## src/rtl/ppo_pkg.sv

```systemverilog
package ppo_pkg;

	// Fixed pixel layout
	localparam int unsigned NUM_LANES  = 3;
	localparam int unsigned PIX_W      = 8;
	localparam int unsigned NUM_W      = 16;
	localparam int unsigned CFG_IDX_W  = 3;
	localparam int unsigned CFG_DATA_W = 9;
	localparam logic [PIX_W-1:0] PIX_MAX = 8'd255;

	typedef enum logic [1:0] {
		MODE_COPY     = 2'd0,
		MODE_NEGATIVE = 2'd1,
		MODE_BRIGHT   = 2'd2,
		MODE_CONTRAST = 2'd3
	} mode_t;

	typedef enum logic [CFG_IDX_W-1:0] {
		CFG_MODE   = 3'd0,
		CFG_BRIGHT = 3'd1,
		CFG_LOW    = 3'd2,
		CFG_HIGH   = 3'd3
	} cfg_reg_t;

	// Lane after the prepare stage
	typedef struct packed {
		logic [PIX_W-1:0] direct;
		logic             use_div;
		logic [PIX_W-1:0] absdiff;
	} prep_lane_t;

	// Lane inside the divider stages
	typedef struct packed {
		logic [PIX_W-1:0] direct;
		logic             use_div;
		logic             sat;
		logic [NUM_W-1:0] rem;
		logic [PIX_W-1:0] quo;
	} div_lane_t;

	// Two restoring steps, quotient bits hi_bit and hi_bit-1
	function automatic div_lane_t div_two_steps(input div_lane_t lane,
		input logic [PIX_W-1:0] den, input int unsigned hi_bit);
		div_lane_t        r;
		logic [NUM_W-1:0] trial;
		int unsigned      b;
		r = lane;
		for (int k = 0; k < 2; k++) begin
			b     = hi_bit - k;
			trial = NUM_W'(den) << b;
			if (r.rem >= trial) begin
				r.rem    = r.rem - trial;
				r.quo[b] = 1'b1;
			end
		end
		return r;
	endfunction

endpackage

```

## src/rtl/pixel_point_operation_core.sv

```systemverilog
// Pipeline from input transfer to output valid: prepare, scale and four divide stages.
// Throughput: one pixel per cycle; the whole pipe advances when the output is free or taken.
// Contrast division is a restoring divider, two quotient bits per stage over stages 3..6.
// Reset (arst_n low, async): mode copy, offset 0, low 0, high 255, pipeline emptied.
// Configuration is taken every cycle; writes are expected only while the pipe is empty.
module pixel_point_operation_core #(
	parameter int unsigned CHANNELS = 3
) (
	input  logic                              clk,
	input  logic                              arst_n,
	// configuration write channel
	input  logic                              cfg_valid,
	output logic                              cfg_ready,
	input  logic [ppo_pkg::CFG_IDX_W-1:0]     cfg_index,
	input  logic [ppo_pkg::CFG_DATA_W-1:0]    cfg_data,
	// pixel input
	input  logic                              in_valid,
	output logic                              in_ready,
	input  logic [ppo_pkg::PIX_W-1:0]         chan0_in,
	input  logic [ppo_pkg::PIX_W-1:0]         chan1_in,
	input  logic [ppo_pkg::PIX_W-1:0]         chan2_in,
	// pixel output
	output logic                              out_valid,
	input  logic                              out_ready,
	output logic [ppo_pkg::PIX_W-1:0]         chan0_out,
	output logic [ppo_pkg::PIX_W-1:0]         chan1_out,
	output logic [ppo_pkg::PIX_W-1:0]         chan2_out
);

	localparam int unsigned LANES = ppo_pkg::NUM_LANES;
	localparam int unsigned PW    = ppo_pkg::PIX_W;

	// ------------------------------------------------------------------
	// Configuration registers
	// ------------------------------------------------------------------
	ppo_pkg::mode_t   mode_q;
	logic signed [8:0] offset_q;
	logic [PW-1:0]    low_q;
	logic [PW-1:0]    high_q;

	assign cfg_ready = 1'b1;

	always_ff @(posedge clk or negedge arst_n) begin
		if (!arst_n) begin
			mode_q   <= ppo_pkg::MODE_COPY;
			offset_q <= '0;
			low_q    <= '0;
			high_q   <= ppo_pkg::PIX_MAX;
		end else if (cfg_valid && cfg_ready) begin
			case (cfg_index)
				ppo_pkg::CFG_MODE:   mode_q   <= ppo_pkg::mode_t'(cfg_data[1:0]);
				ppo_pkg::CFG_BRIGHT: offset_q <= $signed(cfg_data[8:0]);
				ppo_pkg::CFG_LOW:    low_q    <= cfg_data[PW-1:0];
				ppo_pkg::CFG_HIGH:   high_q   <= cfg_data[PW-1:0];
				default: ;  // unknown index: dropped
			endcase
		end
	end

	// ------------------------------------------------------------------
	// Pipeline control: every stage moves together. A bubble in the last
	// stage or a taken output lets the whole pipe advance.
	// ------------------------------------------------------------------
	logic adv;
	logic v_s1, v_s2, v_s3, v_s4, v_s5, v_s6;

	assign adv      = !v_s6 || out_ready;
	assign in_ready = adv;

	always_ff @(posedge clk or negedge arst_n) begin
		if (!arst_n) begin
			v_s1 <= 1'b0;
			v_s2 <= 1'b0;
			v_s3 <= 1'b0;
			v_s4 <= 1'b0;
			v_s5 <= 1'b0;
			v_s6 <= 1'b0;
		end else if (adv) begin
			v_s1 <= in_valid;
			v_s2 <= v_s1;
			v_s3 <= v_s2;
			v_s4 <= v_s3;
			v_s5 <= v_s4;
			v_s6 <= v_s5;
		end
	end

	// ------------------------------------------------------------------
	// Stage 1: per-lane prepare. Non-contrast modes, the equal-levels
	// case and a negative ratio resolve here; only the positive contrast
	// case goes on through the divider.
	// ------------------------------------------------------------------
	logic [PW-1:0]       pix_in [LANES];
	ppo_pkg::prep_lane_t prep   [LANES];
	logic signed [8:0]   den_sd;
	logic [PW-1:0]       den_abs;

	assign pix_in[0] = chan0_in;
	assign pix_in[1] = chan1_in;
	assign pix_in[2] = chan2_in;

	assign den_sd  = $signed({1'b0, high_q}) - $signed({1'b0, low_q});
	assign den_abs = den_sd[8] ? PW'(-den_sd) : den_sd[PW-1:0];

	always_comb begin
		logic signed [8:0] diff;
		logic signed [9:0] bsum;
		for (int c = 0; c < LANES; c++) begin
			diff = $signed({1'b0, pix_in[c]}) - $signed({1'b0, low_q});
			bsum = $signed({2'b00, pix_in[c]}) + $signed({offset_q[8], offset_q});
			prep[c].absdiff = diff[8] ? PW'(-diff) : diff[PW-1:0];
			prep[c].use_div = 1'b0;
			prep[c].direct  = pix_in[c];
			if (c < CHANNELS) begin
				case (mode_q)
					ppo_pkg::MODE_COPY:     prep[c].direct = pix_in[c];
					ppo_pkg::MODE_NEGATIVE: prep[c].direct = ppo_pkg::PIX_MAX - pix_in[c];
					ppo_pkg::MODE_BRIGHT: begin
						if (bsum[9])
							prep[c].direct = '0;
						else if (bsum > 10'sd255)
							prep[c].direct = ppo_pkg::PIX_MAX;
						else
							prep[c].direct = bsum[PW-1:0];
					end
					ppo_pkg::MODE_CONTRAST: begin
						if (high_q == low_q) begin
							// flat ramp: a hard threshold at low
							prep[c].direct = (pix_in[c] >= low_q) ? ppo_pkg::PIX_MAX : '0;
						end else begin
							// signs differ -> quotient <= 0 -> clamps to zero
							prep[c].direct  = '0;
							prep[c].use_div = !(diff[8] ^ den_sd[8]);
						end
					end
					default: prep[c].direct = pix_in[c];
				endcase
			end
		end
	end

	ppo_pkg::prep_lane_t lane_s1 [LANES];
	logic [PW-1:0]       den_s1;

	always_ff @(posedge clk) begin
		if (adv) begin
			lane_s1 <= prep;
			den_s1  <= den_abs;
		end
	end

	// ------------------------------------------------------------------
	// Stage 2: numerator 255*|v-low| and the saturation test. Once
	// num < den*256 the quotient fits eight bits.
	// ------------------------------------------------------------------
	ppo_pkg::div_lane_t scale [LANES];

	always_comb begin
		logic [ppo_pkg::NUM_W-1:0] num;
		for (int c = 0; c < LANES; c++) begin
			num = {lane_s1[c].absdiff, 8'd0} - ppo_pkg::NUM_W'(lane_s1[c].absdiff);
			scale[c].direct  = lane_s1[c].direct;
			scale[c].use_div = lane_s1[c].use_div;
			scale[c].sat     = num >= {den_s1, 8'd0};
			scale[c].rem     = num;
			scale[c].quo     = '0;
		end
	end

	ppo_pkg::div_lane_t lane_s2 [LANES];
	ppo_pkg::div_lane_t lane_s3 [LANES];
	ppo_pkg::div_lane_t lane_s4 [LANES];
	ppo_pkg::div_lane_t lane_s5 [LANES];
	ppo_pkg::div_lane_t lane_s6 [LANES];
	logic [PW-1:0]      den_s2, den_s3, den_s4, den_s5;

	// ------------------------------------------------------------------
	// Stages 3..6: two quotient bits each, MSB first.
	// ------------------------------------------------------------------
	always_ff @(posedge clk) begin
		if (adv) begin
			lane_s2 <= scale;
			den_s2  <= den_s1;
			den_s3  <= den_s2;
			den_s4  <= den_s3;
			den_s5  <= den_s4;
			for (int c = 0; c < LANES; c++) begin
				lane_s3[c] <= ppo_pkg::div_two_steps(lane_s2[c], den_s2, 7);
				lane_s4[c] <= ppo_pkg::div_two_steps(lane_s3[c], den_s3, 5);
				lane_s5[c] <= ppo_pkg::div_two_steps(lane_s4[c], den_s4, 3);
				lane_s6[c] <= ppo_pkg::div_two_steps(lane_s5[c], den_s5, 1);
			end
		end
	end

	// ------------------------------------------------------------------
	// Output select from the last register stage
	// ------------------------------------------------------------------
	logic [PW-1:0] pix_out [LANES];

	always_comb begin
		for (int c = 0; c < LANES; c++) begin
			if (!lane_s6[c].use_div)
				pix_out[c] = lane_s6[c].direct;
			else if (lane_s6[c].sat)
				pix_out[c] = ppo_pkg::PIX_MAX;
			else
				pix_out[c] = lane_s6[c].quo;
		end
	end

	assign out_valid = v_s6;
	assign chan0_out = pix_out[0];
	assign chan1_out = pix_out[1];
	assign chan2_out = pix_out[2];

	// ------------------------------------------------------------------
	// Assertions
	// ------------------------------------------------------------------
	a_accept_enters: assert property (@(posedge clk) disable iff (!arst_n)
		in_valid && in_ready |=> v_s1)
		else $error("accepted pixel did not enter stage 1");

	a_stall_holds: assert property (@(posedge clk) disable iff (!arst_n)
		v_s6 && !out_ready |=> v_s6 && $stable(lane_s6[0].quo) && $stable(lane_s5[0].rem))
		else $error("pipe moved during output stall");

	a_div_nonzero: assert property (@(posedge clk) disable iff (!arst_n)
		v_s2 && lane_s2[0].use_div |-> den_s2 != '0)
		else $error("divide issued with zero divisor");

	a_rem_bound_in: assert property (@(posedge clk) disable iff (!arst_n)
		v_s2 && lane_s2[1].use_div && !lane_s2[1].sat |-> lane_s2[1].rem < {den_s2, 8'd0})
		else $error("unsaturated numerator exceeds quotient range");

	a_rem_bound_out: assert property (@(posedge clk) disable iff (!arst_n)
		v_s6 && lane_s6[2].use_div && !lane_s6[2].sat |-> lane_s6[2].rem < ppo_pkg::NUM_W'(den_s5))
		else $error("divider remainder not below divisor");

endmodule

```

## config.mk

```make
export PLATFORM = sky130hd
export DESIGN_NAME = pixel_point_operation_core
export DESIGN_NICKNAME = d
export VERILOG_FILES = /design/src/rtl/ppo_pkg.sv /design/src/rtl/pixel_point_operation_core.sv
export SDC_FILE = /design/constraint.sdc
export NUM_CORES = 1
export LEC_CHECK = 0
export ABC_AREA = 1
export CORE_MARGIN = 5
export CORE_UTILIZATION = 55
export DETAILED_ROUTE_END_ITERATION = 10
export DONT_BUFFER_PORTS = 1
export GPL_TIMING_DRIVEN = 0
export PLACE_DENSITY = 0.8
export SYNTH_ARGS = -nofsm -noshare
export SYNTH_HDL_FRONTEND = slang
export SYNTH_SLANG_ARGS = --single-unit
```

## constraint.sdc

```tcl
create_clock -name clk -period 22.4 [get_ports clk]
set_input_delay 4.48 -clock clk [delete_from_list [all_inputs] [get_ports clk]]
set_output_delay 4.48 -clock clk [all_outputs]
set_load 0.005 [all_outputs]
```

# Yosys cells after proc, flatten, opt, wreduce, memory -nomap -nowiden
# Memory sizes are Yosys's and may differ from the RTL's.
# Index checks and enable logic that the tools add are counted.
# totals
in_bits	41
out_inout_bits	27
ram_bits	390
wordCells	254
mem_count	4
reg_bits	202
# memory_table
memory	depth	word_bits	read_ports	rd_clocked_by_memory_dff	write_ports	line_no	text
lane_s4	3	34	3	0	3	pixel_point_operation_core.sv:172	ppo_pkg::div_lane_t lane_s4 [LANES];
lane_s5	3	34	3	0	3	pixel_point_operation_core.sv:173	ppo_pkg::div_lane_t lane_s5 [LANES];
lane_s6	3	34	3	0	3	pixel_point_operation_core.sv:174	ppo_pkg::div_lane_t lane_s6 [LANES];
lane_s3	3	28	3	0	3	pixel_point_operation_core.sv:171	ppo_pkg::div_lane_t lane_s3 [LANES];
# op_classes
n_mux	117
magnitude_cmp	33
n_reduce_logical	12
add_sub_neg	41
eq_ne	7
bitwise	4
# ops
operator	count
16-bit 2-to-1 mux	42
8-bit 2-to-1 mux	22
17-bit 2-to-1 mux	6
8-bit one-hot mux with 4 select lines	3
16-bit by 8-bit subtractor with 16-bit output	6
16-bit by 10-bit >= comparator with 1-bit output	3
16-bit by 11-bit >= comparator with 1-bit output	3
16-bit by 12-bit >= comparator with 1-bit output	3
16-bit by 13-bit >= comparator with 1-bit output	3
16-bit by 14-bit >= comparator with 1-bit output	3
16-bit by 15-bit >= comparator with 1-bit output	3
16-bit >= comparator	3
16-bit by 8-bit >= comparator with 1-bit output	3
16-bit by 9-bit >= comparator with 1-bit output	3
16-bit by 10-bit subtractor with 16-bit output	3
16-bit by 11-bit subtractor with 16-bit output	3
16-bit by 12-bit subtractor with 16-bit output	3
16-bit by 13-bit subtractor with 16-bit output	3
16-bit by 14-bit subtractor with 16-bit output	3
16-bit by 15-bit subtractor with 16-bit output	3
16-bit by 9-bit subtractor with 16-bit output	3
1-bit 2-to-1 mux	44
8-bit by 8-bit subtractor with 9-bit output	4
8-bit negator	4
other kinds (17)	35

# Depth between registers and ports, before layout
# Gate-level depths: netlist of run 1.
# An unclocked memory read counts as a cell.
# logic_depth
word_depth	7
mapped_depth	25
depth_no_buf	23

# Worst setup path before layout of run 1
# Ideal clock, no wire load.
# synth_timing
kind	input to output
startpoint	input port out_ready
endpoint	output port in_ready
arrival_ns	15.020
path_stages	2
slack_ns	2.900
required_ns	17.920
n_path_buf	0
cell_sequence	inv_1 > nand2_1
# synth_between
elab_chain_len	1
# synth_lines
item	line_no	text
start, declared	pixel_point_operation_core.sv:24	input logic out_ready,
1-bit logical OR	pixel_point_operation_core.sv:67	assign adv = !v_s6 || out_ready;
end, declared	pixel_point_operation_core.sv:18	output logic in_ready,
# Every way passes these cells.

# Worst setup path in the final report of run 1
# Same ends and word-level chain as after synthesis.

==> results.toml, run 1 <==
[logic_synthesis]
synth_xor_area_share_pct = 5.33
ys_ff_latch = 526
synth_top_cell_by_area = "edfxtp_1"
synthAdderAreaFrac_pct = 11.7
yosys-top-cells-area = "edfxtp_1 43%, nand2_1 11%, ha_1 10%"
yosysMostFrequentCell = "nand2_1"
synth_top_family_by_area = "simple AND/OR/NAND/NOR gates"
synth_simple_gate_area_share_pct = 22.8
synthMuxAreaShare_pct = 0.261
synth_cell_types = 59
synth_top_flop_cell = "edfxtp_1"
yosysWarnings = 0
synth.top_cell.area_share_pct = 42.9
syn_nets = 4276
synth_edf_count = 493
syn_area_per_cell_um2 = 8.78
synthesis.area_um2 = 34500
synth_compound_area_share_pct = 8.53
synth_common_cells = "1004 x nand2_1, 493 x edfxtp_1, 475 x inv_1"
synthCells = 3928
synthArstFlopShare_pct = 6.27
seq_area_frac_synth_pct = 45.3

[grt]
grt_pass1_vias = 25922
grt_pass1_wl_um = 129000
grt_max_degree = 78
gr-total-overflow = 0
grt.total_usage_pct = 23.2
antenna_found_initial = 2

[sta]
tightest_slew_ps = 763
rsz0062_at_grt = "no"
finalSetupViolations = 0
skew_ps = 18.8
finalMaxSlewViolations = 0
final.min_clock_period_ps = 9380
hold_viol = 0
max_freq_ghz = 0.107
final.period_utilization_pct = 41.9
relSlewSlack_pct = 49.1
fin_ws_ps = 13020

[placed_design]
place_ws_ps = 13020
gp_congestion = 0.944
port_buffers = 0
dpl.hpwl_um = 61100

[cts]
post_cts_buffers = 0
cts_buffers = 53
cts_tree = "done"
cts.sink_count = 526
clockBufferDepth = 3
holdBufCountCts = 0
clock_latency_ps = 610
cts-root-buf = "clkbuf_16"
htree_levels = 2
clkTransAtPathRegs_ps = 60
cts.repair.resized = 0

[cells_and_area]
multi_input_area_um2 = 16800
diodes = 0
final_layout_size_suffix_gt1_share_pct = 5.80
fill_cells = 5131
fin_nets = 4338
area_growth_pct = 8.83
seqCellArea_um2 = 15600

[critical_path]
critPathMaxStageDelay_ps = 380
end_kind = "primary output"
crit_fanout = 27
required_ps = 17920
cp-start-kind = "input pin"
r2r_slack_ps = 17590
r2r_end = "lane_s4[0][13]$_DFFE_PP_"
r2r-start = "den_s3[6]$_DFFE_PP_"
r2r_cells = 20
worstPathCellList = "inv_1 > nand2_4"
cp.arrival_ps = 4900
slowest_stage = "nand2_4"
cp_num_buf_inv = 1
critPathKind = "in2out"
critical_path.top_delay_family = "simple AND/OR/NAND/NOR gates"

[hold_path]
holdCritStartpoint = "lane_s4[0][58]$_DFFE_PP_"
hold_depth = 0
hold-path-endpoint = "lane_s5[0][58]$_DFFE_PP_"
hp-class = "reg2reg"

[floorplanning]
fp.dieW_um = 260
core_um2 = 61900
io_pins = 68
start_util_pct = 55.7
design.die.area_um2 = 67800
die_h_um = 260
core.rowCount = 91

[detailed_routing]
via_count = 26879
ant_nets = 0
viasPerCell = 5.52
dr.pass1.iters = 8
wl_um = 79800
routedWlPerCell_um = 16.4
drt-initial-drc-count = 2285
route.detailed.drc = 0

[outcome]
outcome = "complete, no violations"

[job]
max_cap_viol_count = 0
-- registers in the layout, indices dropped and copies added, names as in the netlist, 2 cells and up --
name	flops
den_s1	8
den_s2	8
den_s3	8
den_s4	8
den_s5	8
high_q	8
lane_s1	51
lane_s2	78
lane_s3	84
lane_s4	90
lane_s5	96
lane_s6	54
low_q	8
mode_q	2
offset_q	9
-- worst max path at each step --
stage / start / endpoint / slack, ps / cells past startpoint
final: out_ready / in_ready / 13020 / 2
after global routing: out_ready / in_ready / 12980 / 2
after CTS: out_ready / in_ready / 13010 / 2
after detailed placement: out_ready / in_ready / 13020 / 2
after floorplan: out_ready / in_ready / 2900 / 2
after global placement: out_ready / in_ready / -50 / 2
-- kinds of logic after synthesis --
group,Yosys count
simple gates,1806
compound gates,545
flops,526
buf+inv,525
fa+ha+maj,307
xor+xnor,210
mux,8
other cells,1
-- stage by stage --
stage / instance area, µm² / instances / TNS [ps] / util [%] / hold slack, ps
6_report: 37500 / 4871 / 0 / 60.6 / 411
5_1_grt: 37500 / 4871 / 0 / 60.6 / 408
4_1_cts: 37500 / 4871 / 0 / 60.6 / 403
3_5_place_dp: 35700 / 4772 / 0 / 57.7 / 405
3_3_place_gp: 35500 / 4765 / -53.7 / 57.4 / 400
2_1_floorplan: 34500 / 3928 / 0 / - / 400
-- per-layer routing --
| layer | vias to the layer above | GRT usage, % | share of wire, % |
|---|---|---|---|
| met4 | 2 | 10.7 | 4.9 |
| li1 | 13487 | - | - |
| met2 | 847 | 41.0 | 49 |
| met3 | 228 | 3.19 | 5.4 |
| met5 | - | 0 | 0.016 |
| met1 | 12315 | 28.4 | 41 |
-- placed cells by master, fill, tap and decap left out, drive strengths merged, types with 2 or more instances in the layout --
| master | instances |
|---|---|
| nor3 | 58 |
| o21ai | 223 |
| dfstp | 8 |
| nor4 | 5 |
| a21o | 11 |
| or2 | 12 |
| edfxtp | 493 |
| a211oi | 10 |
| o31ai | 4 |
| o21a | 10 |
| clkinv | 22 |
| xor2 | 126 |
| ha | 279 |
| nand3b | 9 |
| xnor2 | 84 |
| inv | 490 |
| clkbuf | 67 |
| nand3 | 271 |
| clkinvlp | 9 |
| nand4 | 93 |
| bufinv | 8 |
| nand2 | 1027 |
| and2 | 3 |
| a31oi | 4 |
| o21bai | 17 |
| a31o | 3 |
| buf | 35 |
| nor2 | 319 |
| a21oi | 245 |
| o221ai | 3 |
| fa | 28 |
| dfrtp | 25 |
| a2111oi | 2 |
| and3 | 6 |
| mux2 | 8 |
| o211ai | 10 |
-- cell type report --
| class | count | share of cell area (%) |
|---|---|---|
| buffer | 37 | 0.603 |
| timing repair buffer | 7 | 0.513 |
| multi-input combinational | 2877 | 44.8 |
| tap | 837 | 2.79 |
| sequential | 526 | 41.7 |
| inverter | 488 | 4.88 |
| clock inverter | 41 | 1.21 |
| clock buffer | 58 | 3.58 |
Power of run 1 is not shown: default switching activity piles up to over one toggle a cycle in this logic, so the estimate is an artifact.
==> run 2, diff against run 1 <==
==> constraint.sdc (replaced) <==
create_clock -name clk -period 9.79 [get_ports clk]
set_input_delay 1.958 -clock clk [delete_from_list [all_inputs] [get_ports clk]]
set_output_delay 1.958 -clock clk [all_outputs]
set_load 0.005 [all_outputs]
==> run 2 against run 1 <==
  * First-iteration DRC count rose by 15%
  * Via count rose by 0.39%
  * Critical path depth rose by 18
  * Non-clock buffer count fell by 3
  * Final area fell by 0.27%
  * Hold slack got worse by 1.7 ps
==> results.toml, run 2 (synthesis gave the netlist of run 1 again) <==
[grt]
use_met1_pct = 28.8
grt_pass1_wl_um = 130000
antenna_found_initial = 0
grt_pass1_vias = 26022
use_met2_pct = 40.2
use_met3_pct = 3.55
grt.total_usage_pct = 23.4
top_usage_layer = "met2"
gr-total-overflow = 0
grt_max_degree = 133

[cells_and_area]
area_growth_pct = 8.53
top_register = "lane_s5"
finish.utilization_pct = 60.4
reg_top3 = "lane_s5: 96 flops, lane_s4: 90 flops, lane_s3: 84 flops"
fin_nets = 4336
largest_reg_flops = 96
layout_common_cells = "1003 x nand2_1, 493 x edfxtp_1, 475 x inv_1, 307 x nor2_1, 279 x ha_1"
final_layout_size_suffix_gt1_share_pct = 5.51
diodes = 0
final_common_cell = "nand2_1"

[floorplanning]
die_h_um = 260
io_pins = 68
core.rowCount = 91
fp.dieW_um = 260
core_um2 = 61900
design.die.area_um2 = 67800
start_util_pct = 55.7

[critical_path]
crit_top_cell = "a21oi_1"
slowest_stage = "fa_1"
worstPathCellList = "inv_1 > ha_1 > a21oi_1 > o21ai_1 > a21oi_1 > nand3_2 > buf_2 > nand2_1 > o21ai_0 > fa_1 > a21o_1 > a21oi_1 > o21ai_0 > a21oi_1 > nand2_1 > nor2_1 > nand2_2 > buf_4 > nand3_1 > nand2_1"
critPathKind = "reg2reg"
crit_fanout = 10
cp_num_buf_inv = 3
cp-start-kind = "flip-flop"
end_kind = "flip-flop"
cp.arrival_ps = 5260
critical_path.top_delay_family = "compound AO/OA/AOI/OAI gates"
critPathMaxStageDelay_ps = 500
required_ps = 10160

[sta]
max_freq_ghz = 0.205
whs_ps = 409
finalMaxSlewViolations = 0
final.min_clock_period_ps = 4880
relSlewSlack_pct = 46.6
skew_ps = 20.5
tightest_slew_ps = 800
finalSetupViolations = 0
hold_viol = 0
fin_setup_tns_ps = 0
final.period_utilization_pct = 49.9
rsz0062_at_grt = "no"
fin_ws_ps = 4910

[cts]
cts_buffers = 54
clkTransAtPathRegs_ps = 60
cts.repair.resized = 0
cts_tree = "done"
cts.sink_count = 526
post_cts_buffers = 0
htree_levels = 2
cts-root-buf = "clkbuf_16"
clockBufferDepth = 3
clock_latency_ps = 630
holdBufCountCts = 0

[detailed_routing]
ant_nets = 0
routedWlPerCell_um = 16.4
viasPerCell = 5.54
dr.pass1.iters = 6
wl_um = 79700
via_count = 26985
route.detailed.drc = 0
drt-initial-drc-count = 2639

[job]
max_cap_viol_count = 0

[placed_design]
place_ws_ps = 5010
gp_congestion = 0.937
port_buffers = 0
dpl.hpwl_um = 60900

[outcome]
outcome = "complete, no violations"

[hold_path]
hp-class = "reg2reg"
## run 2: worst register-to-register path, delay by kind of cell (launching register included)
| family | cells | cell delay (ps) |
|---|---|---|
| AOI/OAI and AO/OA | 8 | 1680 |
| adders and majority gates | 2 | 880 |
| buffers and inverters | 3 | 880 |
| DFF | 1 | 440 |
| and+or+nand+nor | 7 | 760 |
## run 2: layout make-up
| cell class | instances | area, µm² |
|---|---|---|
| clock inverters | 34 | 373 |
| clock buffers | 66 | 1400 |
| flip-flops and latches | 526 | 15600 |
| repair buffers | 4 | 110 |
| multi-input cells | 2877 | 16800 |
| inverters | 488 | 1830 |
| well taps | 837 | 1050 |
| fillers | 5120 | 24500 |
| plain buffers | 37 | 226 |
## run 2: final timing paths
| check | cells past startpoint | from | slack [ps] | endpoint |
|---|---|---|---|---|
| hold reg to reg | 0 | lane_s4[0][99]$_DFFE_PP_ | 410 | lane_s5[0][99]$_DFFE_PP_ |
| setup / recovery | 20 | den_s3[6]$_DFFE_PP_ | 4910 | lane_s4[0][23]$_DFFE_PP_ |
| setup reg to reg | 20 | den_s3[6]$_DFFE_PP_ | 4910 | lane_s4[0][23]$_DFFE_PP_ |
| min in group asynchronous | 0 | arst_n | 1010 | low_q[7]$_DFFE_PN0P_ |
| hold / removal | 0 | lane_s4[0][99]$_DFFE_PP_ | 410 | lane_s5[0][99]$_DFFE_PP_ |
| max in group asynchronous | 0 | arst_n | 8590 | high_q[1]$_DFFE_PN1P_ |
## run 2: routing by layer
metal / up-vias / wire length (µm)
li1: 13469 / -
met1: 12323 / 31900
met2: 952 / 38300
met3: 241 / 4970
met4: 0 / 4470
met5: - / 0
## run 2: metrics by stage
stage          instance area, µm²  instances
4_1_cts                     37400       4869
3_3_place_gp                35600       4765
6_report                    37400       4869
3_5_place_dp                35700       4769
2_1_floorplan               34500       3928
5_1_grt                     37400       4869
Power of run 2 is left out for the same reason.
